File: config.mk
export PLATFORM = sky130hd
export DESIGN_NAME = ddet_seq
export DESIGN_NICKNAME = d
export VERILOG_FILES = /design/src/hw/rtl/ddet_pkg.sv /design/src/hw/rtl/ddet_seq.sv
export VERILOG_INCLUDE_DIRS = /design/src /design/src/hw/rtl
export SDC_FILE = /design/constraint.sdc
export NUM_CORES = 1
export LEC_CHECK = 0
export BUFFER_PORTS_ARGS = -buffer_cell sky130_fd_sc_hd__buf_2
export CAP_MARGIN = 25
export CORE_ASPECT_RATIO = 1.1
export CORE_MARGIN = 2
export CORE_UTILIZATION = 50
export CTS_CLUSTER_SIZE = 16
export DETAILED_ROUTE_END_ITERATION = 16
export PLACE_DENSITY_LB_ADDON = 0.08
export SLEW_MARGIN = 10
export SYNTH_ARGS = -nofsm -noshare
export SYNTH_HDL_FRONTEND = slang
export SYNTH_SLANG_ARGS = --single-unit
File: constraint.sdc
create_clock -name i_clk -period 1.9 [get_ports i_clk]
set_input_delay 0 -clock i_clk [delete_from_list [all_inputs] [get_ports i_clk]]
set_output_delay 0 -clock i_clk [all_outputs]
set_load 0.01 [all_outputs]
File: src/hw/rtl/assert_macros.svh
`ifndef ASSERT_MACROS_SVH
`define ASSERT_MACROS_SVH

// Same-cycle implication, checked at every rising clock edge outside reset.
`define DDE_ASSERT_IMP(lbl, clk, rstn, ante, cons, msg) \
    lbl: assert property (@(posedge clk) disable iff (!(rstn)) (ante) |-> (cons)) \
        else $error(msg);

// Next-cycle implication, checked at every rising clock edge outside reset.
`define DDE_ASSERT_NXT(lbl, clk, rstn, ante, cons, msg) \
    lbl: assert property (@(posedge clk) disable iff (!(rstn)) (ante) |=> (cons)) \
        else $error(msg);

`endif

File: src/hw/rtl/ddet_pkg.sv
`timescale 1ns / 1ps
package ddet_pkg;

    localparam int MAX_PROCS  = 16;
    localparam int MAX_RES    = 16;
    localparam int VALUE_BITS = 16;
    localparam int AVAIL_BITS = 20;
    localparam int P_W        = $clog2(MAX_PROCS);
    localparam int R_W        = $clog2(MAX_RES);
    localparam int CNT_W      = 5;
    localparam int MEM_AW     = P_W + R_W;
    localparam int MEM_DEPTH  = MAX_PROCS * MAX_RES;

    localparam logic [AVAIL_BITS-1:0] AVAIL_MAX = {AVAIL_BITS{1'b1}};

    typedef enum logic [1:0] {
        OP_LD_AVAIL = 2'd0,
        OP_LD_ALLOC = 2'd1,
        OP_LD_CLAIM = 2'd2,
        OP_RUN      = 2'd3
    } t_op;

    typedef struct packed {
        t_op             op;
        logic [3:0]      proc_index;
        logic [3:0]      res_index;
        logic [15:0]     value;
    } t_in_item;

    typedef struct packed {
        logic [3:0] proc_id;
        logic       finished;
        logic       all_finished;
        logic       last;
    } t_out_item;

    // Datapath actions selected by one microcode word.
    typedef enum logic [3:0] {
        A_NONE,
        A_IDLE,
        A_INIT,
        A_RINIT,
        A_CMP,
        A_FIN,
        A_ADD,
        A_PINC,
        A_SWEEP,
        A_EMIT
    } t_act;

    // Jump conditions; the jump is taken when the condition holds.
    typedef enum logic [3:0] {
        C_NEVER,
        C_ALWAYS,
        C_NORUN,
        C_DONE,
        C_RMORE,
        C_NOFIT,
        C_PMORE,
        C_PROG,
        C_OUTBUSY
    } t_cond;

    typedef enum logic [3:0] {
        S_IDLE,
        S_INIT,
        S_PCHK,
        S_RD,
        S_CMP,
        S_DEC,
        S_ARD,
        S_ADD,
        S_PNEXT,
        S_SWEEP,
        S_WAIT,
        S_EMIT,
        S_END
    } t_step;

    localparam int STEP_W = $bits(t_step);

    typedef struct packed {
        t_act  act;
        t_cond cond;
        t_step target;
    } t_uword;

    typedef struct packed {
        t_act act;
    } t_ctrl;

    typedef struct packed {
        logic run_req;
        logic done_p;
        logic rmore;
        logic nofit;
        logic pmore;
        logic prog;
        logic out_busy;
    } t_stat;

endpackage

File: src/hw/rtl/ddet_seq.sv
`timescale 1ns / 1ps
`include "assert_macros.svh"
module ddet_seq (
    input  logic           i_clk,
    input  logic           i_rst_n,
    input  ddet_pkg::t_stat i_stat,
    output ddet_pkg::t_ctrl o_ctrl
);
    import ddet_pkg::*;

    t_step  r_step;
    t_step  n_step;
    t_uword uw;
    logic   take;

    // Control store: one word per step.
    always_comb begin
        case (r_step)
            S_IDLE:  uw = '{act: A_IDLE,  cond: C_NORUN,   target: S_IDLE};
            S_INIT:  uw = '{act: A_INIT,  cond: C_NEVER,   target: S_IDLE};
            S_PCHK:  uw = '{act: A_RINIT, cond: C_DONE,    target: S_PNEXT};
            S_RD:    uw = '{act: A_NONE,  cond: C_NEVER,   target: S_IDLE};
            S_CMP:   uw = '{act: A_CMP,   cond: C_RMORE,   target: S_RD};
            S_DEC:   uw = '{act: A_FIN,   cond: C_NOFIT,   target: S_PNEXT};
            S_ARD:   uw = '{act: A_NONE,  cond: C_NEVER,   target: S_IDLE};
            S_ADD:   uw = '{act: A_ADD,   cond: C_RMORE,   target: S_ARD};
            S_PNEXT: uw = '{act: A_PINC,  cond: C_PMORE,   target: S_PCHK};
            S_SWEEP: uw = '{act: A_SWEEP, cond: C_PROG,    target: S_PCHK};
            S_WAIT:  uw = '{act: A_NONE,  cond: C_OUTBUSY, target: S_WAIT};
            S_EMIT:  uw = '{act: A_EMIT,  cond: C_PMORE,   target: S_WAIT};
            S_END:   uw = '{act: A_NONE,  cond: C_ALWAYS,  target: S_IDLE};
            default: uw = '{act: A_NONE,  cond: C_ALWAYS,  target: S_IDLE};
        endcase
    end

    always_comb begin
        case (uw.cond)
            C_NEVER:   take = 1'b0;
            C_ALWAYS:  take = 1'b1;
            C_NORUN:   take = !i_stat.run_req;
            C_DONE:    take = i_stat.done_p;
            C_RMORE:   take = i_stat.rmore;
            C_NOFIT:   take = i_stat.nofit;
            C_PMORE:   take = i_stat.pmore;
            C_PROG:    take = i_stat.prog;
            C_OUTBUSY: take = i_stat.out_busy;
            default:   take = 1'b1;
        endcase
        n_step = take ? uw.target : t_step'(STEP_W'(r_step) + STEP_W'(1));
        o_ctrl.act = uw.act;
    end

    always_ff @(posedge i_clk) begin
        if (!i_rst_n) begin
            r_step <= S_IDLE;
        end else begin
            r_step <= n_step;
        end
    end

    `DDE_ASSERT_NXT(a_run_starts, i_clk, i_rst_n, r_step == S_IDLE && i_stat.run_req, r_step == S_INIT, "run item did not start the program")
    `DDE_ASSERT_IMP(a_emit_free, i_clk, i_rst_n, r_step == S_EMIT, !i_stat.out_busy, "result emitted into a stalled output register")

endmodule

---- Word-level counts from Yosys, hierarchy flattened ----
Memories as Yosys holds them, arrays and structs flattened. A register that Yosys moved wholly into a read port is not among the register bits.
Index checks and enable logic that the tools add are counted.
W data, S select, Z words.
operators by class
  $add $sub $neg .......................... 1
  mux-type cells .......................... 3
  reduce and logical (&&, ||, !) cells .... 2
  eq/ne operators ......................... 7
operators by type and width
  cell                   number
  $eq A4 B3 Y1 const B   4
  $eq A4 B2 Y1 const B   2
  $mux W4                2
  $pmux W1 S8            1
  $add A4 B1 Y4 const B  1
  $eq A4 B4 Y1 const B   1
  $logic_not A4 Y1       1
  $logic_not A1 Y1       1
storage, ports and cells
  output and inout bits ................... 4
  register bits after elaboration ......... 4
  word-level logic and storage cells ...... 15
  ROM bits ................................ 192
  bits of input ports ..................... 9
  memories ................................ 1
memory list
  memory            depth  bits a word  read ports  clocked after Yosys merged registers in  wr ports  line            RTL
  (name not given)  16     12           1           1                                        0         ddet_seq.sv:18  case (r_step)

---- Longest topological paths before layout ----
  word-level depth ........................ 4
  gate-level depth with buffers ........... 9
  depth with buffers taken out ............ 9

---- Least setup slack after synthesis ----
No wires, ideal clock.
  path type ............................... register -> register
  start point ............................. register uw[6] (netlist name)
  end point ............................... register uw[3] (netlist name)
  setup slack ............................. 0.001 ns
  setup time .............................. 0.138 ns
  stages on the path, launching flop included .. 10
  data arrival time ....................... 1.762 ns
  buffers on the path ..................... 0
  data required time ...................... 1.762 ns
  clock period less this slack ............ 1.899 ns
  cell sequence ........................... dfxtp_1 > and2b_1 > o21ai_2 > a32o_2 > nor3_1 > o21ai_2 > inv_2 > ha_1 > o211ai_1 > o221ai_1
between the ends
  longest elaborated chain between the ends .. 4
  elaborated cells between the ends (all ways) .. 11
  those cells by class .................... eq/ne: 7; mux: 3; reduce/logical: 1
ends and longest elaborated chain
  item                                        line            RTL
  $eq A4 B4 Y1, or another cell as far along  ddet_seq.sv:37  case (uw.cond)
  $pmux W1 S8 *                               ddet_seq.sv:37
  $mux W4 *                                   ddet_seq.sv:49  n_step = take ? uw.target : t_step'(STEP_W'(r_step) + STEP_W'(1));
  $mux W4 (no line) *                         --
Mark *: on every way between the ends. The rest lies on a longest branch, timed or not.
A chain may end at the register's enable or synchronous reset.

---- Worst setup path after layout ----
  start point ............................. register uw[6] (netlist name)
  end point ............................... register uw[9] (netlist name)
between the ends
  longest elaborated chain between the ends .. 4
  elaborated cells between the ends (all ways) .. 11
  those cells by class .................... eq/ne: 7; mux: 3; reduce/logical: 1
ends and longest elaborated chain
  item                                        line
  $eq A4 B4 Y1, or another cell as far along  ddet_seq.sv:37
  $pmux W1 S8 *                               ddet_seq.sv:37
  $mux W4 *                                   ddet_seq.sv:49
  $mux W4 (no line) *                         --
Marked as above.

==> impl_table.tex <==
\begin{tabular}{lr}
\hline
Metric & Value \\
\hline
\multicolumn{2}{l}{\textbf{Placement}} \\
\quad Number of buffers added on ports & 12 \\
\quad Setup slack at placement & -0.0915 ns \\
\quad Final estimated routing congestion in global placement & 0.912 \\
\quad Placed wire-length estimate & about 1.8 mm \\
\multicolumn{2}{l}{\textbf{Drt}} \\
\quad Routed length per placed instance & 15.1 µm \\
\quad Pre-Repair DR Iteration Count & 4 \\
\quad Total detailed-routing wirelength & 2.22 mm \\
\quad Initial DRC count & 9 \\
\quad Post-route ant nets & 0 \\
\quad DRC errors left & 0 \\
\quad Vias per std cell & roughly 5.7 \\
\quad DR vias & 841 \\
\multicolumn{2}{l}{\textbf{Clocking}} \\
\quad H-tree depth & 1 \\
\quad Maximum count of clock buffers along a single path & 2 \\
\quad CTS sink cnt & 16 \\
\quad Insertion delay of the later-clocked pin in the worst-skew pair & 0.30 ns \\
\quad Post-CTS setup-driven buffer insertion count & 0 \\
\quad CTS root buffer & clkbuf\_4 \\
\quad Number of hold-repair buffers added at the cts stage & 0 \\
\quad Clock transition at path regs & roughly 0.090 ns \\
\quad Clock tree from TritonCTS & yes \\
\quad TritonCTS buffer count & 3 \\
\multicolumn{2}{l}{\textbf{Yosys}} \\
\quad Synth Cell Area & 958 µm² \\
\quad EDFF count, synth & 0 \\
\quad Primary flip-flop cell chosen by synthesis mapping & dfxtp\_1 \\
\quad Sequential-to-total area share from yosys stat & 33.4\% \\
\quad Flop and latch count out of synthesis & 16 \\
\quad Multiplexer share of the synthesized area & 2.22\% \\
\quad Distinct cell type count of the synthesized netlist & 45 \\
\quad Library cell with the largest summed area after synthesis & dfxtp\_1 \\
\quad XOR/XNOR Fraction of Synth Area & around 2.7\% \\
\quad Syn\_area\_per\_cell & 9.04 µm² \\
\quad Combinational family with the most area after synthesis & compound AO/OA/AOI/OAI gates \\
\quad Top-area cell type share of the netlist area & 33.4\% \\
\quad Mapped Cells & around 110 \\
\quad Proportion of register bits with asynchronous set or reset after synthesis & 0\% \\
\quad Top cells by area, synth & dfxtp\_1, ha\_1, nor2\_1, nor3\_1, buf\_4 \\
\quad Compound-Gate Fraction of Synth Area & 25.6\% \\
\quad Net count of the mapped netlist & 121 \\
\quad Adder-cell share of the synthesized area & just under 8\% \\
\quad Simple-gate portion of the synthesized area & between 20 and 25\% \\
\quad Number of synthesis warnings & 0 \\
\multicolumn{2}{l}{\textbf{Worst hold path}} \\
\quad Kind of path behind the tightest hold check & in2reg \\
\multicolumn{2}{l}{\textbf{STA}} \\
\quad Worst hold slack after final layout & 0.0537 ns \\
\quad Final Critical Period & 1.95 ns \\
\quad Max frequency & around 510 MHz \\
\quad Finish-stage setup viols & 4 \\
\quad Hold violation total from the final report & 0 \\
\quad Minimum setup slack in the final design & -0.0537 ns \\
\quad Actual transition at the worst max-transition pin & between 0.3 and 0.4 ns \\
\quad RSZ-0062 raised after global routing & yes \\
\quad Clock tree skew after final layout & roughly 0.0048 ns \\
\quad Setup TNS & -0.149 ns \\
\quad Max-slew violation total from the final report & 0 \\
\quad Final period utilization & 103\% \\
\quad Worst relative slew slack & 75.0\% \\
\multicolumn{2}{l}{\textbf{Floorplan}} \\
\quad Die Ht & 49.9 µm \\
\quad Io pins & 13 \\
\quad X dimension of the die & 45.7 µm \\
\quad Placeable core area & between 1500 and 2000 µm² \\
\quad Effective utilization at floorplan & between 50\% and 60\% \\
\quad Die footprint & approximately 2300 µm² \\
\quad Floorplan row count & 16 \\
\multicolumn{2}{l}{\textbf{Critical path}} \\
\quad Arrival time reported for the critical path endpoint & 2.12 ns \\
\quad Family of cells with the greatest summed delay on the critical path & compound AO/OA/AOI/OAI gates \\
\quad CP max FO & 7 \\
\quad Crit start category & flip-flop \\
\quad Slowest stage delay, CP & roughly 0.4 ns \\
\quad Data required time of the worst path & between 2 and 2.5 ns \\
\quad List of cells traversed by the critical path & and2b\_1 -> o21ai\_2 -> a32oi\_4 -> nand2\_4 -> mux2i\_4 -> nand2b\_4 -> ha\_1 -> inv\_1 -> o221ai\_1 \\
\quad Worst setup path class & reg2reg \\
\quad Critical Path End Type & flip-flop \\
\quad Buffering stage count on the worst path with inverters included & 1 \\
\quad Slowest cell on crit path & dfxtp\_4 \\
\multicolumn{2}{l}{\textbf{Global routing}} \\
\quad First-pass GRT wire length & 3.89 mm \\
\quad Total congestion overflow after global routing & 0 \\
\quad Maximum number of pins on one net before global-route repair & 11 \\
\quad Global routing usage on met2 & 39.4\% \\
\quad Busiest metal layer after global routing & met2 \\
\quad Global routing met1 resource utilization & 28.6\% \\
\quad Vias in the first global route & 884 \\
\quad Overall routing resource usage & 23.9\% \\
\quad Global-route track usage on met3 & under 10\% \\
\quad Number of antenna violations at the first check in global routing & 0 \\
\multicolumn{2}{l}{\textbf{Finish}} \\
\quad Total of fill cells in the finished design & roughly 160 \\
\quad Final nets & 145 \\
\quad Most used cells in the layout excluding fill and tap cells & dfxtp\_1, buf\_2, buf\_4 \\
\quad Number of antenna cells inserted & 0 \\
\quad Area added between synthesis and finish & 25.1\% \\
\quad Most common library cell in the layout ignoring fill and taps & dfxtp\_1 \\
\quad Fraction of final layout cells with drive strength greater than 1 & 39.5\% \\
\multicolumn{2}{l}{\textbf{Run status}} \\
\quad Run status & finished, violations left \\
\quad Failing checks & negative setup slack \\
\multicolumn{2}{l}{\textbf{Power and ir drop}} \\
\quad Maximum vdd drop & 0.809 mV \\
\quad PD cells & 1670 nW/µm² \\
\quad Power consumption & approximately 2.0 mW \\
\quad Leakage power figure & $\sim$0.5 nW \\
\multicolumn{2}{l}{\textbf{Run}} \\
\quad Count of max-cap constraint violations & 0 \\
\hline
\end{tabular}
-- report_power, final --
group | leakage (nW) | switching (mW) | internal (mW) | total [mW]
combinational | 0.346 | 0.612 | 0.581 | 1.19
clock | 0.0210 | 0.113 | 0.117 | 0.230
sequential | 0.132 | 0.118 | 0.466 | 0.584
total | 0.499 | 0.842 | 1.16 | 2.01
-- cells in the mapped netlist (2+ instances only) --
library cell	count
dfxtp_1	16
nor2_1	10
ha_1	6
nand2_1	6
nor3_1	6
buf_4	4
inv_1	4
nor2b_1	4
a211oi_1	3
nand2b_1	3
o211ai_1	3
o31ai_1	3
a21boi_0	2
nand3b_1	2
o21ai_2	2
o221ai_1	2
xnor2_1	2
-- final timing paths --
kind,startpoint,endpoint,slack [ns],depth (start not counted)
setup / recovery,uw[6],uw[9],-0.05,9
hold / removal,i_rst_n,uw[6],0.05,3
setup reg to reg,uw[6],uw[9],-0.05,9
hold reg to reg,uw[2],r_step[2],0.56,2
-- final cells by class --
cell class / instances / area [µm²] / area share [%]
Sequential cell: 16 / 325 / 27.1
Timing Repair Buffer: 24 / 150 / 12.5
Inverter: 6 / 22.5 / 1.88
Multi-Input combinational cell: 79 / 642 / 53.5
Clock buffer: 4 / 36.3 / 3.03
Tap cell: 18 / 22.5 / 1.88
-- stage by stage --
stage	cells	utilization, %	instance area [µm²]
detailed placement	143	60.9	1100
global route	147	66.5	1200
finish	147	66.5	1200
CTS	147	66.0	1190
global placement	143	60.9	1100
floorplan	106	-	958
-- flip-flops by register name, summed over array words and instances (netlist names) --
name    count
uw         12
r_step      4
-- metal layers --
layer | part of all wire, % | up-vias | routed length (µm)
met5 | 0 | - | 0
met4 | 2.8 | 0 | 63
met3 | 2.4 | 5 | 54
met2 | 51 | 10 | 1120
met1 | 44 | 399 | 980
li1 | - | 427 | -
-- tightest hold or removal path, stage by stage --
cell and delay (ns):
buf_2 0.17, o311ai_2 0.10, nor2_1 0.04
-- cells by family after synthesis --
| family | Yosys count |
|---|---|
| AOI/OAI and AO/OA | 28 |
| and+or+nand+nor | 40 |
| xor gates and xnor gates | 3 |
| DFF | 16 |
| muxes | 2 |
| buffers and inverters | 11 |
| adders and majority gates | 6 |
-- what timing repair did --
action                                  in CTS  in global routing
gates resized for setup                     13                  3
pin swaps                                    5                  2
endpoints found under the setup margin       7                  9
Note: power is estimated with default switching activity, not from simulation.
